File: config.mk
export PLATFORM = sky130hd
export DESIGN_NAME = sp_fmul
export DESIGN_NICKNAME = d
export VERILOG_FILES = /design/src/sv/sp_pkg.sv /design/src/sv/sp_round.sv /design/src/sv/sp_fmul.sv
export SDC_FILE = /design/constraint.sdc
export NUM_CORES = 2
export LEC_CHECK = 0
export ABC_AREA = 0
export BUFFER_PORTS_ARGS = -buffer_cell sky130_fd_sc_hd__clkbuf_2
export CAP_MARGIN = 0
export CORE_MARGIN = 1.5
export CORE_UTILIZATION = 46
export CTS_BUF_LIST = sky130_fd_sc_hd__clkbuf_4 sky130_fd_sc_hd__clkbuf_8
export DETAILED_ROUTE_END_ITERATION = 7
export PLACE_DENSITY = 0.68
export SLEW_MARGIN = 20
export SYNTH_ARGS = -nofsm -noshare
export SYNTH_HDL_FRONTEND = slang
export SYNTH_HIERARCHICAL = 1
export SYNTH_SLANG_ARGS = --single-unit
File: constraint.sdc
create_clock -name clk -period 24.6 [get_ports clk]
set_input_delay 1.23 -clock clk [delete_from_list [all_inputs] [get_ports clk]]
set_output_delay 1.23 -clock clk [all_outputs]
set_load 0.02 [all_outputs]
File: src/sv/sp_pkg.sv
package sp_pkg;

    localparam int NW = 51;
    localparam int EW = 12;
    localparam int TW = 64;
    localparam int NCOEF = 6;

    typedef logic [31:0] f32_t;
    typedef logic signed [EW-1:0] exp_t;
    typedef logic [NW-1:0] nrm_t;
    typedef logic [TW-1:0] tag_t;

    localparam f32_t SIGN_BIT = 32'h8000_0000;
    localparam f32_t INF_BITS = 32'h7f80_0000;
    localparam f32_t QUIET_BIT = 32'h0040_0000;
    localparam f32_t DEFAULT_NAN = 32'h7fc0_0000;

    localparam f32_t COEF [NCOEF] = '{
        32'h32d2a000, 32'h3638ef1d, 32'h39500ccb,
        32'h3c088887, 32'h3e2aaaab, 32'h3f800000
    };

    // One request into the normalize and round pipeline
    typedef struct packed {
        logic spec;
        f32_t spec_bits;
        logic sign;
        nrm_t n;
        exp_t e_top;
        tag_t tag;
    } rnd_req_t;

    function automatic logic is_nan(input f32_t v);
        return v[30:0] > INF_BITS[30:0];
    endfunction

    function automatic logic is_inf(input f32_t v);
        return v[30:0] == INF_BITS[30:0];
    endfunction

    function automatic logic is_zero(input f32_t v);
        return v[30:0] == 31'd0;
    endfunction

    function automatic logic [23:0] mant_of(input f32_t v);
        return (v[30:23] == 8'd0) ? {1'b0, v[22:0]} : {1'b1, v[22:0]};
    endfunction

    // Weight of the mantissa LSB
    function automatic exp_t exp_of(input f32_t v);
        exp_t e;
        if (v[30:23] == 8'd0)
        begin
            e = -exp_t'(149);
        end
        else
        begin
            e = $signed({4'd0, v[30:23]}) - exp_t'(150);
        end
        return e;
    endfunction

    function automatic logic [5:0] lzc51(input nrm_t v);
        logic [5:0] c;
        c = 6'(NW);
        for (int i = 0; i < NW; i++)
        begin
            if (v[i])
            begin
                c = 6'(NW - 1 - i);
            end
        end
        return c;
    endfunction

    function automatic logic [5:0] lzc48(input logic [47:0] v);
        logic [5:0] c;
        c = 6'd48;
        for (int i = 0; i < 48; i++)
        begin
            if (v[i])
            begin
                c = 6'(47 - i);
            end
        end
        return c;
    endfunction

    function automatic logic [4:0] lzc24(input logic [23:0] v);
        logic [4:0] c;
        c = 5'd24;
        for (int i = 0; i < 24; i++)
        begin
            if (v[i])
            begin
                c = 5'(23 - i);
            end
        end
        return c;
    endfunction

    // nn has its MSB set; be is the biased exponent of that MSB
    function automatic f32_t round_pack(input logic sign, input nrm_t nn, input exp_t be);
        logic [25:0] val;
        logic [25:0] mask;
        logic [25:0] shd;
        logic [4:0] sh;
        logic lost;
        logic up;
        logic big;
        logic [23:0] qn;
        logic [24:0] qr;
        exp_t ex;
        f32_t r;
        val = {nn[50:27], nn[26], |nn[25:0]};
        big = 1'b0;
        sh = 5'd0;
        if (be < exp_t'(1))
        begin
            if (be <= -exp_t'(24))
            begin
                big = 1'b1;
            end
            else
            begin
                sh = 5'(exp_t'(1) - be);
            end
        end
        mask = (26'd1 << sh) - 26'd1;
        shd = val >> sh;
        lost = |(val & mask);
        qn = shd[25:2];
        up = shd[1] & (shd[0] | lost | qn[0]);
        qr = {1'b0, qn} + {24'd0, up};
        ex = qr[24] ? be + exp_t'(1) : be;
        if (big)
        begin
            r = {sign, 31'd0};
        end
        else if (sh != 5'd0)
        begin
            r = {sign, 7'd0, qr[23:0]};
        end
        else if (ex >= exp_t'(255))
        begin
            r = {sign, INF_BITS[30:0]};
        end
        else
        begin
            r = {sign, ex[7:0], qr[24] ? 23'd0 : qr[22:0]};
        end
        return r;
    endfunction

endpackage

File: src/sv/sp_round.sv
module sp_round (
    input  logic              clk,
    input  logic              rst_n,
    input  logic              in_valid,
    output logic              in_stall,
    input  sp_pkg::rnd_req_t  req,
    output logic              out_valid,
    input  logic              out_stall,
    output sp_pkg::f32_t      res,
    output sp_pkg::tag_t      tag_out
);

    logic va_reg, va_next, vb_reg, vb_next, vc_reg, vc_next;
    logic adv_a, adv_b, adv_c;

    sp_pkg::rnd_req_t ra_reg;
    logic [5:0]       lza_reg;

    logic             spb_reg;
    sp_pkg::f32_t     sbb_reg;
    logic             sgb_reg;
    sp_pkg::nrm_t     nb_reg;
    sp_pkg::exp_t     beb_reg;
    sp_pkg::tag_t     tagb_reg;

    sp_pkg::f32_t     res_reg;
    sp_pkg::tag_t     tagc_reg;

    assign adv_c = !vc_reg || !out_stall;
    assign adv_b = !vb_reg || adv_c;
    assign adv_a = !va_reg || adv_b;
    assign in_stall = !adv_a;

    assign va_next = adv_a ? in_valid : va_reg;
    assign vb_next = adv_b ? va_reg : vb_reg;
    assign vc_next = adv_c ? vb_reg : vc_reg;

    always_ff @(posedge clk or negedge rst_n)
    begin
        if (!rst_n)
        begin
            va_reg <= 1'b0;
            vb_reg <= 1'b0;
            vc_reg <= 1'b0;
        end
        else
        begin
            va_reg <= va_next;
            vb_reg <= vb_next;
            vc_reg <= vc_next;
        end
    end

    always_ff @(posedge clk)
    begin
        if (adv_a)
        begin
            ra_reg  <= req;
            lza_reg <= sp_pkg::lzc51(req.n);
        end
        if (adv_b)
        begin
            spb_reg  <= ra_reg.spec;
            sbb_reg  <= ra_reg.spec_bits;
            sgb_reg  <= ra_reg.sign;
            nb_reg   <= ra_reg.n << lza_reg;
            beb_reg  <= ra_reg.e_top - $signed({6'd0, lza_reg}) + sp_pkg::exp_t'(127);
            tagb_reg <= ra_reg.tag;
        end
        if (adv_c)
        begin
            res_reg  <= spb_reg ? sbb_reg : sp_pkg::round_pack(sgb_reg, nb_reg, beb_reg);
            tagc_reg <= tagb_reg;
        end
    end

    assign out_valid = vc_reg;
    assign res = res_reg;
    assign tag_out = tagc_reg;

`ifndef SYNTHESIS
    a_empty_no_stall: assert property (@(posedge clk) disable iff (!rst_n)
        !va_reg |-> !in_stall)
        else $error("round stage stalls with an empty entry stage");

    a_normalized: assert property (@(posedge clk) disable iff (!rst_n)
        vb_reg && !spb_reg |-> nb_reg[50])
        else $error("mantissa not normalized before rounding");
`endif

endmodule

File: src/sv/sp_fmul.sv
module sp_fmul (
    input  logic              clk,
    input  logic              rst_n,
    input  logic              in_valid,
    output logic              in_stall,
    input  sp_pkg::f32_t      a,
    input  sp_pkg::f32_t      b,
    input  sp_pkg::tag_t      tag_in,
    output logic              out_valid,
    input  logic              out_stall,
    output sp_pkg::f32_t      res,
    output sp_pkg::tag_t      tag_out
);

    logic v1_reg, v1_next, adv1, rnd_stall;
    sp_pkg::rnd_req_t req1_reg, req1_next;
    logic ps;
    logic [47:0] prod;

    assign adv1 = !v1_reg || !rnd_stall;
    assign in_stall = !adv1;
    assign v1_next = adv1 ? in_valid : v1_reg;

    always_comb
    begin
        ps = a[31] ^ b[31];
        prod = sp_pkg::mant_of(a) * sp_pkg::mant_of(b);
        req1_next.spec = 1'b1;
        req1_next.spec_bits = {ps, 31'd0};
        req1_next.sign = ps;
        req1_next.n = {prod, 3'd0};
        req1_next.e_top = sp_pkg::exp_of(a) + sp_pkg::exp_of(b) + sp_pkg::exp_t'(47);
        req1_next.tag = tag_in;
        if (sp_pkg::is_nan(a))
        begin
            req1_next.spec_bits = a | sp_pkg::QUIET_BIT;
        end
        else if (sp_pkg::is_nan(b))
        begin
            req1_next.spec_bits = b | sp_pkg::QUIET_BIT;
        end
        else if ((sp_pkg::is_inf(a) && sp_pkg::is_zero(b)) ||
                 (sp_pkg::is_inf(b) && sp_pkg::is_zero(a)))
        begin
            req1_next.spec_bits = sp_pkg::DEFAULT_NAN;
        end
        else if (sp_pkg::is_inf(a) || sp_pkg::is_inf(b))
        begin
            req1_next.spec_bits = {ps, sp_pkg::INF_BITS[30:0]};
        end
        else if (sp_pkg::is_zero(a) || sp_pkg::is_zero(b))
        begin
            req1_next.spec_bits = {ps, 31'd0};
        end
        else
        begin
            req1_next.spec = 1'b0;
        end
    end

    always_ff @(posedge clk or negedge rst_n)
    begin
        if (!rst_n)
        begin
            v1_reg <= 1'b0;
        end
        else
        begin
            v1_reg <= v1_next;
        end
    end

    always_ff @(posedge clk)
    begin
        if (adv1)
        begin
            req1_reg <= req1_next;
        end
    end

    sp_round u_round (
        .clk       (clk),
        .rst_n     (rst_n),
        .in_valid  (v1_reg),
        .in_stall  (rnd_stall),
        .req       (req1_reg),
        .out_valid (out_valid),
        .out_stall (out_stall),
        .res       (res),
        .tag_out   (tag_out)
    );

endmodule

==> results.py <==
metrics = {
    "run_status": {
        "status": "finished clean",
    },
    "timing": {
        "max_freq_mhz": 122,
        "worst_pin_slew_ns": 1.21,
        "grt_setup_unrepaired": "false",
        "period_share": 0.334,
        "finalSetupViolations": 0,
        "setup_tns_ns": 0,
        "fin_skew_ns": 0.0417,
        "hold_viol": 0,
        "finalCriticalPeriod_ns": 8.22,
        "maxSlewViolCount": 0,
        "finalHoldWorstSlack_ns": 0.349,
        "max_slew_margin": 0.193,
        "worst_slack_ns": 16.38,
    },
    "critical_path": {
        "path_class": "input port to register",
        "worstSetupStartpointType": "input port",
        "r2r_cells": 20,
        "cp_data_required_time_ns": 25.01,
        "rr_startpoint": "u_round/beb_reg[1]$_DFFE_PP_",
        "end_kind": "register",
        "critPathArrivalTime_ns": 8.63,
        "rrSetupSlack_ns": 17.54,
        "path_max_fanout": 27,
        "rr_endpoint": "u_round/res[29]$_DFFE_PP_",
    },
    "place": {
        "dp_hpwl_um": 86000,
        "io_buffers": 229,
        "dp_cells": 5458,
        "place.gp.congestion": 0.935,
        "pre_cts_slack_ns": 15.75,
    },
    "synth": {
        "ys.flop_type": "edfxtp_1",
        "async_reset_ff_frac": 0.00683,
        "yosys.cell_types.count": 95,
        "yosys_warnings": 6,
        "synth_edf_count": 582,
        "yosysSeqAreaShare": 0.388,
        "ys_top_cells_by_area": "edfxtp_1, fa_1, ha_1",
        "syn_inst": 4124,
        "ys_seq_elements": 586,
        "synth_area_mm2": 0.0453,
        "synth_top_area_share": 0.386,
        "yosysTopAreaCell": "edfxtp_1",
        "avgSynthCellArea_um2": 11.0,
    },
    "clock_tree": {
        "clk_latency_ns": 0.69,
        "cts_made_buffers": 89,
        "hold_buffers": 0,
        "cts_setup_buffers": 0,
        "clock_sinks": 586,
        "cts-htree-levels": 3,
        "clk_pin_slew_ns": 0.06,
        "root_buffer": "clkbuf_8",
        "cts-resized-gates": 0,
        "clock_path_buffers": 3,
        "cts_tree": "built",
    },
    "detailed_routing": {
        "remaining_drc_errors": 0,
        "ant_nets": 0,
        "dr.pass1.iters": 6,
        "highest_layer": "met5",
        "dr.first_iter.drc_count": 2822,
        "wl_met3_um": 8970,
        "routed-wl-met2_um": 57800,
        "wl_per_cell_um": 21.2,
        "vias_per_cell": 5.58,
        "m1WireLength_um": 48500,
        "wirelength_um": 119000,
        "routed-via-count": 31400,
    },
    "floorplan": {
        "die_w_um": 317,
        "fp-row-count": 114,
        "die-area_mm2": 0.100,
        "core_area_mm2": 0.0971,
        "pin_count": 230,
        "start_util": 0.466,
        "die_h_um": 317,
    },
    "grt": {
        "grt_pass1_vias": 32100,
        "grtUsageTotal": 0.239,
        "antenna_found_initial": 6,
        "grt_pass1_wl_um": 184000,
        "grt_overflow_total": 0,
        "grt_max_degree": 169,
    },
    "cells_and_area": {
        "largest_reg_flops": 161,
        "drive_gt1_frac": 0.118,
        "fin_nets": 5108,
        "syn_to_final_growth_pct": 8.83,
        "fillers": 8562,
        "most-common-layout-cells": "nand2_1, edfxtp_1, inv_1",
        "stdcell_count": 5626,
        "final_common_cell": "nand2_1",
    },
    "worst_hold_path": {
        "hp-class": "input port to asynchronous set/reset pin",
    },
    "job": {
        "cap_violations": 0,
    },
}
## layout make-up
| class | instances | area (um^2) | share of cell area |
|---|---|---|---|
| clock inverter | 49 | 360 | 0.00732 |
| multi-input combinational | 2758 | 24700 | 0.501 |
| sequential | 586 | 17600 | 0.357 |
| inverter | 570 | 2140 | 0.0434 |
| antenna | 3 | 7.51 | 0.000152 |
| tap | 1276 | 1600 | 0.0324 |
| clock buffer | 116 | 1430 | 0.0290 |
| timing repair buffer | 268 | 1450 | 0.0295 |
## cell families after synthesis
family / count (synthesis) / synth area share
adder cells (fa/ha/maj): 703 / 0.275
flip-flops: 586 / 0.388
XOR/XNOR: 107 / 0.0207
buffers and inverters: 787 / 0.0676
multiplexers: 102 / 0.0312
AND/OR/NAND/NOR: 1299 / 0.137
AO/OA/AOI/OAI: 539 / 0.0809
other: 1 / 0.0000828
## stage by stage
stage / cell area, um^2 / util
after global routing: 49300 / 0.507
after CTS: 49300 / 0.507
after floorplan: 45300 / -
after detailed placement: 47500 / 0.489
after global placement: 47500 / 0.489
final: 49300 / 0.507
## worst max-delay path by stage
stage	end	slack, ns	startpoint
floorplan	in_stall	13.05	out_stall
global placement	req1_reg[121]$_DFFE_PN_	15.85	a[30]
detailed placement	req1_reg[121]$_DFFE_PN_	15.75	a[30]
CTS	req1_reg[121]$_DFFE_PN_	16.49	a[30]
global route	req1_reg[120]$_DFFE_PN_	16.05	b[30]
finish	req1_reg[125]$_DFFE_PN_	16.38	a[30]
## synth_stat cells (all sizes together), types with 8 or more instances
cell and number:
nor2b 26, o221ai 10, nand3 56, buf 46, clkbuf 171, xor2 47, o32ai 10, and3 17
mux4 29, o31ai 23, a21o 35, o21a 9, nand2b 20, a31oi 15, mux2 13, ha 219
a22o 17, nand2 590, mux2i 60, nand4 35, or3 11, xnor2 60, edfxtp 582, o22ai 33
a221oi 13, fa 484, nor3 44, o211ai 8, nor4 35, a21oi 146, nor2 192, a211oi 39
and2 244, o21ai 110, o21bai 14, inv 567
## worst max-delay path: stages
cell and delay [ns]:
clkbuf_2 0.12, nor4_1 0.38, nand4_1 0.13, buf_4 0.26, and2_1 0.26, fa_1 0.51, fa_1 0.52, fa_1 0.55
inv_1 0.05, fa_1 0.49, inv_1 0.05, fa_1 0.54, inv_1 0.06, fa_1 0.49, inv_1 0.05, fa_1 0.43
ha_1 0.47, o21ai_0 0.19, a221oi_1 0.37, o21ai_1 0.15, a21oi_1 0.28, a2111oi_4 0.07, nor3_2 0.47, nand4_1 0.14
and3b_1 0.22, xnor2_1 0.12
## routing by layer
metal,up-vias,global-route usage
met5,-,0
met2,1298,0.397
met4,6,0.0866
li1,14100,-
met1,15700,0.320
met3,235,0.0376
Power is left out: the tool's default activity adds up to more than one toggle a clock period on the data nets, which glitch-free logic cannot reach.
