$ cat src/sv/sp_pkg.sv
package sp_pkg;

    localparam int NW = 51;
    localparam int EW = 12;
    localparam int TW = 64;
    localparam int NCOEF = 6;

    typedef logic [31:0] f32_t;
    typedef logic signed [EW-1:0] exp_t;
    typedef logic [NW-1:0] nrm_t;
    typedef logic [TW-1:0] tag_t;

    localparam f32_t SIGN_BIT = 32'h8000_0000;
    localparam f32_t INF_BITS = 32'h7f80_0000;
    localparam f32_t QUIET_BIT = 32'h0040_0000;
    localparam f32_t DEFAULT_NAN = 32'h7fc0_0000;

    localparam f32_t COEF [NCOEF] = '{
        32'h32d2a000, 32'h3638ef1d, 32'h39500ccb,
        32'h3c088887, 32'h3e2aaaab, 32'h3f800000
    };

    // One request into the normalize and round pipeline
    typedef struct packed {
        logic spec;
        f32_t spec_bits;
        logic sign;
        nrm_t n;
        exp_t e_top;
        tag_t tag;
    } rnd_req_t;

    function automatic logic is_nan(input f32_t v);
        return v[30:0] > INF_BITS[30:0];
    endfunction

    function automatic logic is_inf(input f32_t v);
        return v[30:0] == INF_BITS[30:0];
    endfunction

    function automatic logic is_zero(input f32_t v);
        return v[30:0] == 31'd0;
    endfunction

    function automatic logic [23:0] mant_of(input f32_t v);
        return (v[30:23] == 8'd0) ? {1'b0, v[22:0]} : {1'b1, v[22:0]};
    endfunction

    // Weight of the mantissa LSB
    function automatic exp_t exp_of(input f32_t v);
        exp_t e;
        if (v[30:23] == 8'd0)
        begin
            e = -exp_t'(149);
        end
        else
        begin
            e = $signed({4'd0, v[30:23]}) - exp_t'(150);
        end
        return e;
    endfunction

    function automatic logic [5:0] lzc51(input nrm_t v);
        logic [5:0] c;
        c = 6'(NW);
        for (int i = 0; i < NW; i++)
        begin
            if (v[i])
            begin
                c = 6'(NW - 1 - i);
            end
        end
        return c;
    endfunction

    function automatic logic [5:0] lzc48(input logic [47:0] v);
        logic [5:0] c;
        c = 6'd48;
        for (int i = 0; i < 48; i++)
        begin
            if (v[i])
            begin
                c = 6'(47 - i);
            end
        end
        return c;
    endfunction

    function automatic logic [4:0] lzc24(input logic [23:0] v);
        logic [4:0] c;
        c = 5'd24;
        for (int i = 0; i < 24; i++)
        begin
            if (v[i])
            begin
                c = 5'(23 - i);
            end
        end
        return c;
    endfunction

    // nn has its MSB set; be is the biased exponent of that MSB
    function automatic f32_t round_pack(input logic sign, input nrm_t nn, input exp_t be);
        logic [25:0] val;
        logic [25:0] mask;
        logic [25:0] shd;
        logic [4:0] sh;
        logic lost;
        logic up;
        logic big;
        logic [23:0] qn;
        logic [24:0] qr;
        exp_t ex;
        f32_t r;
        val = {nn[50:27], nn[26], |nn[25:0]};
        big = 1'b0;
        sh = 5'd0;
        if (be < exp_t'(1))
        begin
            if (be <= -exp_t'(24))
            begin
                big = 1'b1;
            end
            else
            begin
                sh = 5'(exp_t'(1) - be);
            end
        end
        mask = (26'd1 << sh) - 26'd1;
        shd = val >> sh;
        lost = |(val & mask);
        qn = shd[25:2];
        up = shd[1] & (shd[0] | lost | qn[0]);
        qr = {1'b0, qn} + {24'd0, up};
        ex = qr[24] ? be + exp_t'(1) : be;
        if (big)
        begin
            r = {sign, 31'd0};
        end
        else if (sh != 5'd0)
        begin
            r = {sign, 7'd0, qr[23:0]};
        end
        else if (ex >= exp_t'(255))
        begin
            r = {sign, INF_BITS[30:0]};
        end
        else
        begin
            r = {sign, ex[7:0], qr[24] ? 23'd0 : qr[22:0]};
        end
        return r;
    endfunction

endpackage

$ cat src/sv/sp_round.sv
module sp_round (
    input  logic              clk,
    input  logic              rst_n,
    input  logic              in_valid,
    output logic              in_stall,
    input  sp_pkg::rnd_req_t  req,
    output logic              out_valid,
    input  logic              out_stall,
    output sp_pkg::f32_t      res,
    output sp_pkg::tag_t      tag_out
);

    logic va_reg, va_next, vb_reg, vb_next, vc_reg, vc_next;
    logic adv_a, adv_b, adv_c;

    sp_pkg::rnd_req_t ra_reg;
    logic [5:0]       lza_reg;

    logic             spb_reg;
    sp_pkg::f32_t     sbb_reg;
    logic             sgb_reg;
    sp_pkg::nrm_t     nb_reg;
    sp_pkg::exp_t     beb_reg;
    sp_pkg::tag_t     tagb_reg;

    sp_pkg::f32_t     res_reg;
    sp_pkg::tag_t     tagc_reg;

    assign adv_c = !vc_reg || !out_stall;
    assign adv_b = !vb_reg || adv_c;
    assign adv_a = !va_reg || adv_b;
    assign in_stall = !adv_a;

    assign va_next = adv_a ? in_valid : va_reg;
    assign vb_next = adv_b ? va_reg : vb_reg;
    assign vc_next = adv_c ? vb_reg : vc_reg;

    always_ff @(posedge clk or negedge rst_n)
    begin
        if (!rst_n)
        begin
            va_reg <= 1'b0;
            vb_reg <= 1'b0;
            vc_reg <= 1'b0;
        end
        else
        begin
            va_reg <= va_next;
            vb_reg <= vb_next;
            vc_reg <= vc_next;
        end
    end

    always_ff @(posedge clk)
    begin
        if (adv_a)
        begin
            ra_reg  <= req;
            lza_reg <= sp_pkg::lzc51(req.n);
        end
        if (adv_b)
        begin
            spb_reg  <= ra_reg.spec;
            sbb_reg  <= ra_reg.spec_bits;
            sgb_reg  <= ra_reg.sign;
            nb_reg   <= ra_reg.n << lza_reg;
            beb_reg  <= ra_reg.e_top - $signed({6'd0, lza_reg}) + sp_pkg::exp_t'(127);
            tagb_reg <= ra_reg.tag;
        end
        if (adv_c)
        begin
            res_reg  <= spb_reg ? sbb_reg : sp_pkg::round_pack(sgb_reg, nb_reg, beb_reg);
            tagc_reg <= tagb_reg;
        end
    end

    assign out_valid = vc_reg;
    assign res = res_reg;
    assign tag_out = tagc_reg;

`ifndef SYNTHESIS
    a_empty_no_stall: assert property (@(posedge clk) disable iff (!rst_n)
        !va_reg |-> !in_stall)
        else $error("round stage stalls with an empty entry stage");

    a_normalized: assert property (@(posedge clk) disable iff (!rst_n)
        vb_reg && !spb_reg |-> nb_reg[50])
        else $error("mantissa not normalized before rounding");
`endif

endmodule

$ cat src/sv/sp_ffma.sv
module sp_ffma (
    input  logic              clk,
    input  logic              rst_n,
    input  logic              in_valid,
    output logic              in_stall,
    input  sp_pkg::f32_t      a,
    input  sp_pkg::f32_t      b,
    input  sp_pkg::f32_t      c,
    input  sp_pkg::tag_t      tag_in,
    output logic              out_valid,
    input  logic              out_stall,
    output sp_pkg::f32_t      res,
    output sp_pkg::tag_t      tag_out
);

    typedef struct packed {
        logic          spec;
        sp_pkg::f32_t  sb;
        logic          ps;
        logic          sc;
        logic          cz;
        logic [47:0]   mp;
        sp_pkg::exp_t  ep;
        logic [23:0]   mc;
        sp_pkg::exp_t  ec;
        sp_pkg::tag_t  tag;
    } fma_s1_t;

    logic v1_reg, v2_reg, v3_reg, v4_reg, v5_reg;
    logic v1_next, v2_next, v3_next, v4_next, v5_next;
    logic adv1, adv2, adv3, adv4, adv5, rnd_stall;

    fma_s1_t s1_next, s1_reg, s2_reg;
    logic [5:0] lzp2_reg;
    logic [4:0] lzc2_reg;

    logic         spec3_reg, sl3_reg, sub3_reg;
    sp_pkg::f32_t sb3_reg;
    logic [47:0]  l3_reg, s3_reg;
    sp_pkg::exp_t el3_reg, d3_reg;
    sp_pkg::tag_t tag3_reg;

    logic         spec4_reg, sl4_reg, sub4_reg;
    sp_pkg::f32_t sb4_reg;
    sp_pkg::nrm_t a4_reg, b4_reg;
    sp_pkg::exp_t el4_reg;
    sp_pkg::tag_t tag4_reg;

    sp_pkg::rnd_req_t req5_reg, req5_next;

    logic         ps, sc;
    logic [47:0]  p_n, c_n, l3_next, s3_next;
    logic [23:0]  mc_n;
    sp_pkg::exp_t ep_n, ec_n, el3_next, d3_next;
    logic         sl3_next;
    sp_pkg::nrm_t bf, b4_next, sum;
    logic [5:0]   dd;

    assign adv5 = !v5_reg || !rnd_stall;
    assign adv4 = !v4_reg || adv5;
    assign adv3 = !v3_reg || adv4;
    assign adv2 = !v2_reg || adv3;
    assign adv1 = !v1_reg || adv2;
    assign in_stall = !adv1;

    assign v1_next = adv1 ? in_valid : v1_reg;
    assign v2_next = adv2 ? v1_reg : v2_reg;
    assign v3_next = adv3 ? v2_reg : v3_reg;
    assign v4_next = adv4 ? v3_reg : v4_reg;
    assign v5_next = adv5 ? v4_reg : v5_reg;

    // Stage 1: operand screening and mantissa product
    always_comb
    begin
        ps = a[31] ^ b[31];
        sc = c[31];
        s1_next.ps = ps;
        s1_next.sc = sc;
        s1_next.cz = sp_pkg::is_zero(c);
        s1_next.mp = sp_pkg::mant_of(a) * sp_pkg::mant_of(b);
        s1_next.ep = sp_pkg::exp_of(a) + sp_pkg::exp_of(b);
        s1_next.mc = sp_pkg::mant_of(c);
        s1_next.ec = sp_pkg::exp_of(c);
        s1_next.tag = tag_in;
        s1_next.spec = 1'b1;
        s1_next.sb = c;
        if (sp_pkg::is_nan(a))
        begin
            s1_next.sb = a | sp_pkg::QUIET_BIT;
        end
        else if (sp_pkg::is_nan(b))
        begin
            s1_next.sb = b | sp_pkg::QUIET_BIT;
        end
        else if (sp_pkg::is_nan(c))
        begin
            s1_next.sb = c | sp_pkg::QUIET_BIT;
        end
        else if ((sp_pkg::is_inf(a) && sp_pkg::is_zero(b)) ||
                 (sp_pkg::is_inf(b) && sp_pkg::is_zero(a)))
        begin
            s1_next.sb = sp_pkg::DEFAULT_NAN;
        end
        else if (sp_pkg::is_inf(a) || sp_pkg::is_inf(b))
        begin
            s1_next.sb = (sp_pkg::is_inf(c) && sc != ps) ? sp_pkg::DEFAULT_NAN
                                                          : {ps, sp_pkg::INF_BITS[30:0]};
        end
        else if (sp_pkg::is_inf(c))
        begin
            s1_next.sb = c;
        end
        else if (sp_pkg::is_zero(a) || sp_pkg::is_zero(b))
        begin
            s1_next.sb = sp_pkg::is_zero(c) ? {ps & sc, 31'd0} : c;
        end
        else
        begin
            s1_next.spec = 1'b0;
        end
    end

    // Stage 3: normalize both terms, order by magnitude
    always_comb
    begin
        p_n  = s2_reg.mp << lzp2_reg;
        ep_n = s2_reg.ep + sp_pkg::exp_t'(47) - $signed({6'd0, lzp2_reg});
        mc_n = s2_reg.mc << lzc2_reg;
        c_n  = {mc_n, 24'd0};
        ec_n = s2_reg.ec + sp_pkg::exp_t'(23) - $signed({7'd0, lzc2_reg});
        if (s2_reg.cz)
        begin
            l3_next = p_n;
            s3_next = 48'd0;
            el3_next = ep_n;
            d3_next = '0;
            sl3_next = s2_reg.ps;
        end
        else if (ep_n > ec_n || (ep_n == ec_n && p_n >= c_n))
        begin
            l3_next = p_n;
            s3_next = c_n;
            el3_next = ep_n;
            d3_next = ep_n - ec_n;
            sl3_next = s2_reg.ps;
        end
        else
        begin
            l3_next = c_n;
            s3_next = p_n;
            el3_next = ec_n;
            d3_next = ec_n - ep_n;
            sl3_next = s2_reg.sc;
        end
    end

    // Stage 4: align the smaller term, fold shifted-out bits into sticky
    always_comb
    begin
        bf = {1'b0, s3_reg, 2'd0};
        dd = d3_reg[5:0];
        if (d3_reg >= sp_pkg::exp_t'(sp_pkg::NW))
        begin
            b4_next = {50'd0, |s3_reg};
        end
        else
        begin
            b4_next = (bf >> dd) | {50'd0, |(bf & ((51'd1 << dd) - 51'd1))};
        end
    end

    // Stage 5: add or subtract
    always_comb
    begin
        sum = sub4_reg ? a4_reg - b4_reg : a4_reg + b4_reg;
        req5_next.spec = spec4_reg;
        req5_next.spec_bits = sb4_reg;
        req5_next.sign = sl4_reg;
        req5_next.n = sum;
        req5_next.e_top = el4_reg + sp_pkg::exp_t'(1);
        req5_next.tag = tag4_reg;
        if (!spec4_reg && sum == '0)
        begin
            req5_next.spec = 1'b1;
            req5_next.spec_bits = 32'd0;
        end
    end

    always_ff @(posedge clk or negedge rst_n)
    begin
        if (!rst_n)
        begin
            v1_reg <= 1'b0;
            v2_reg <= 1'b0;
            v3_reg <= 1'b0;
            v4_reg <= 1'b0;
            v5_reg <= 1'b0;
        end
        else
        begin
            v1_reg <= v1_next;
            v2_reg <= v2_next;
            v3_reg <= v3_next;
            v4_reg <= v4_next;
            v5_reg <= v5_next;
        end
    end

    always_ff @(posedge clk)
    begin
        if (adv1)
        begin
            s1_reg <= s1_next;
        end
        if (adv2)
        begin
            s2_reg   <= s1_reg;
            lzp2_reg <= sp_pkg::lzc48(s1_reg.mp);
            lzc2_reg <= sp_pkg::lzc24(s1_reg.mc);
        end
        if (adv3)
        begin
            spec3_reg <= s2_reg.spec;
            sb3_reg   <= s2_reg.sb;
            sl3_reg   <= sl3_next;
            sub3_reg  <= (s2_reg.ps != s2_reg.sc) && !s2_reg.cz;
            l3_reg    <= l3_next;
            s3_reg    <= s3_next;
            el3_reg   <= el3_next;
            d3_reg    <= d3_next;
            tag3_reg  <= s2_reg.tag;
        end
        if (adv4)
        begin
            spec4_reg <= spec3_reg;
            sb4_reg   <= sb3_reg;
            sl4_reg   <= sl3_reg;
            sub4_reg  <= sub3_reg;
            a4_reg    <= {1'b0, l3_reg, 2'd0};
            b4_reg    <= b4_next;
            el4_reg   <= el3_reg;
            tag4_reg  <= tag3_reg;
        end
        if (adv5)
        begin
            req5_reg <= req5_next;
        end
    end

    sp_round u_round (
        .clk       (clk),
        .rst_n     (rst_n),
        .in_valid  (v5_reg),
        .in_stall  (rnd_stall),
        .req       (req5_reg),
        .out_valid (out_valid),
        .out_stall (out_stall),
        .res       (res),
        .tag_out   (tag_out)
    );

`ifndef SYNTHESIS
    a_large_aligned: assert property (@(posedge clk) disable iff (!rst_n)
        v4_reg && !spec4_reg |-> a4_reg[49] && !a4_reg[50])
        else $error("larger addend term not normalized");
`endif

endmodule

$ cat config.mk
export PLATFORM = sky130hd
export DESIGN_NAME = sp_ffma
export DESIGN_NICKNAME = d
export VERILOG_FILES = /design/src/sv/sp_pkg.sv /design/src/sv/sp_round.sv /design/src/sv/sp_ffma.sv
export SDC_FILE = /design/constraint.sdc
export NUM_CORES = 2
export LEC_CHECK = 0
export ABC_CLOCK_PERIOD_IN_PS = 20600
export BUFFER_PORTS_ARGS = -buffer_cell sky130_fd_sc_hd__buf_2
export CAP_MARGIN = 5
export CELL_PAD_IN_SITES_DETAIL_PLACEMENT = 2
export CELL_PAD_IN_SITES_GLOBAL_PLACEMENT = 2
export CORE_ASPECT_RATIO = 0.5
export CORE_UTILIZATION = 40
export CTS_BUF_LIST = sky130_fd_sc_hd__clkbuf_8
export DETAILED_ROUTE_END_ITERATION = 6
export HOLD_SLACK_MARGIN = 0.12
export MAX_ROUTING_LAYER = met4
export PLACE_DENSITY_LB_ADDON = 0.2
export SLEW_MARGIN = 20
export SYNTH_ARGS = -nofsm -noshare
export SYNTH_HDL_FRONTEND = slang
export SYNTH_HIERARCHICAL = 1
export SYNTH_SLANG_ARGS = --single-unit
export TNS_END_PERCENT = 1
$ cat constraint.sdc
create_clock -name clk -period 20.6 [get_ports clk]
set_clock_uncertainty 0.2 [all_clocks]
set_input_delay 1.03 -clock clk [delete_from_list [all_inputs] [get_ports clk]]
set_output_delay 1.03 -clock clk [all_outputs]
set_load 0.01 [all_outputs]
==> flow_summary.json <==
{
  "utilization": 0.445,
  "maxSlewViolCount": 0,
  "initial_core_util": 0.405,
  "dr.first_iter.drc_count": 6049,
  "synth_top_family_by_area": "adder cells",
  "grt_pass1_vias": 72400,
  "antenna_found_initial": 38,
  "synth_xor_area_frac": 0.0179,
  "max_slew_margin": 0.248,
  "maxCapViolCount": 0,
  "wire_per_inst_um": 31.2,
  "nets": 9054,
  "syn_avg_cell_area_um2": 11.4,
  "path_max_fanout": 65,
  "yosysSeqAreaShare": 0.479,
  "yosysTopAreaCell": "edfxtp_1",
  "design.core.area_mm2": 0.219,
  "die_y_um": 335,
  "required_ps": 21070,
  "yosys_warnings": 6,
  "wl_mm": 348,
  "crit_chain": "buf_4 -> inv_1 -> ha_1 -> ha_1 -> a21o_1 -> a21oi_1 -> o21bai_1 -> a21oi_1 -> o21bai_1 -> a21oi_1 -> o21bai_1 -> a21oi_1 -> xnor2_1 -> inv_1 -> ha_1 -> nand2_1 -> or3_1 -> nor3_1 -> a21oi_1 -> a31oi_4 -> buf_4 -> nor2_4 -> buf_4 -> o21ai_0",
  "grt_pass1_wl_mm": 507,
  "final_layout_size_suffix_gt1_frac": 0.106,
  "clock_sinks": 1418,
  "synth_mux_area_frac": 0.0553,
  "cts_setup_buffers": 0,
  "syn_to_final_growth_pct": 9.87,
  "finalCriticalPeriod_ps": 8920,
  "hold_class": "flip-flop to flip-flop",
  "clk_pin_slew_ps": 70,
  "rsz0062_at_grt": "no",
  "synthSimpleGateAreaFrac": 0.121,
  "cts_buffer_depth": 4,
  "syn_nets": 8845,
  "cp-start-kind": "flip-flop",
  "antenna_left": 0,
  "cp_slowest_stage_delay_ps": 890,
  "arrival_ps": 9390,
  "synth_compound_gate_area_share": 0.109,
  "netlist_instances": 7804,
  "first_pass_iters": 7,
  "synthAdderAreaFrac": 0.165,
  "cp-end-kind": "flip-flop",
  "synth-edff-count": 1410,
  "grt_overflow": 0,
  "gr-usage-all-layers": 0.315,
  "cts_tree": "done",
  "hold_viol_final": 0,
  "dieArea_mm2": 0.224,
  "critPathKind": "flip-flop to flip-flop",
  "viasPerCell": 5.98,
  "io_buffer_count": 261,
  "synth_area_leaders": "edfxtp_1 (48%), fa_1 (11%), ha_1 (5.5%), nand2_1 (3.8%), inv_1 (3.2%)",
  "dp_hpwl_mm": 252,
  "rows": 121,
  "cts-root-buf": "clkbuf_8",
  "cpMostUsedCell": "a21oi_1",
  "netlist.area_leader.share": 0.477,
  "slowest_stage": "o21ai_0",
  "n_fill_cell": 22500,
  "worst_pin_slew_ps": 1130,
  "status": "finished, violations left",
  "gp_congestion": 0.897,
  "io-pin-count": 262,
  "die_w_um": 668,
  "ys.flop_type": "edfxtp_1",
  "synth.distinct_cells": 108,
  "max_freq_ghz": 0.112,
  "route.detailed.drc": 29,
  "tns_ps": 0,
  "multi_input_area_mm2": 0.0417,
  "synth-seq-cells": 1418,
  "num_vias": 66700,
  "setup_viol": 0,
  "finalCritPeriodShare": 0.433,
  "cts_made_buffers": 219,
  "final-seq-area_mm2": 0.0425,
  "violations": "design-rule violations",
  "syn_area_mm2": 0.0888,
  "async_flop_share": 0.00564,
  "synth_most_common_cell": "edfxtp_1",
  "htree_levels": 4,
  "clock_latency_ps": 1060,
  "grt_max_degree": 130,
  "synth_common_cells": "edfxtp_1 (1410), nand2_1 (907), inv_1 (763)"
}
==> repair_timing <==
| item | CTS | global route |
|---|---|---|
| gates resized for setup | 0 | 0 |
| hold buffers | 76 | 0 |
| hold endpoints to repair | 83 | 0 |
==> worst paths after layout <==
check                           depth (start not counted)          from  slack, ps                 to
worst max register to register                         24   lzp2_reg[0]      11680         el3_reg[1]
worst min-delay path                                    0  tag4_reg[52]        150       req5_reg[52]
max in group asynchronous                               2         rst_n      19700  u_round/out_valid
worst max-delay path                                   24   lzp2_reg[0]      11680         el3_reg[1]
worst min register to register                          0  tag4_reg[52]        150       req5_reg[52]
min in group asynchronous                               2         rst_n        300             v1_reg
==> cells by family after synthesis <==
kind of cell,after synthesis
adders and majority gates,877
and+or+nand+nor,2322
AOI/OAI and AO/OA,1456
DFF,1418
buffers and inverters,1208
muxes,342
xor gates and xnor gates,181
==> layer usage <==
metal	global-route usage	vias up	part of all wire
met5	-	-	0
met1	0.376	34900	0.39
met4	0.142	0	0.052
met2	0.532	2754	0.50
met3	0.0453	889	0.056
li1	-	28200	-
==> final cells by class <==
type | instances | share of cell area
flip-flops and latches | 1418 | 0.436
multi-input cells | 5178 | 0.427
well taps | 2952 | 0.0379
clock buffers | 224 | 0.0316
inverters | 773 | 0.0298
repair buffers | 423 | 0.0279
clock inverters | 153 | 0.00876
diodes | 26 | 0.000667
==> through the flow <==
stage                     area (µm²)  hold WS [ps]  setup WS, ps  cells
after floorplan                88800           200          5920   7804
after global placement         92800           200         11470  10700
after detailed placement       92800           205         11190  10700
after CTS                      97500           120         11720  11100
after global routing           97600           128         11410  11100
final                          97600           145         11680  11100
==> critical path, delay by kind of cell (launching register included) <==
family                     cells  cell delay, ps
and+or+nand+nor                4            1120
xor gates and xnor gates       1             380
adders and majority gates      3             990
buffers and inverters          5            2080
DFF                            1             750
AOI/OAI and AO/OA             11            3090
==> placed cells by master, fill, tap and decap left out, types with 62 or more instances in the layout <==
cell              n
clkbuf_8        224
nor4_1           84
dlygate4sd3_1    76
buf_2           261
o21ai_0         261
and2_1          227
nor3_1          104
fa_1            489
buf_4            85
nor2_1          555
mux4_2          113
o22ai_1          62
a21o_1           84
edfxtp_1       1410
a21oi_1         397
inv_1           834
xnor2_1         125
mux2i_1         172
a211oi_1        101
nand3_1          92
ha_1            388
nand2_1         904
Power is not shown: default switching activity piles up to over one toggle a cycle in this logic, so the estimate is an artifact.
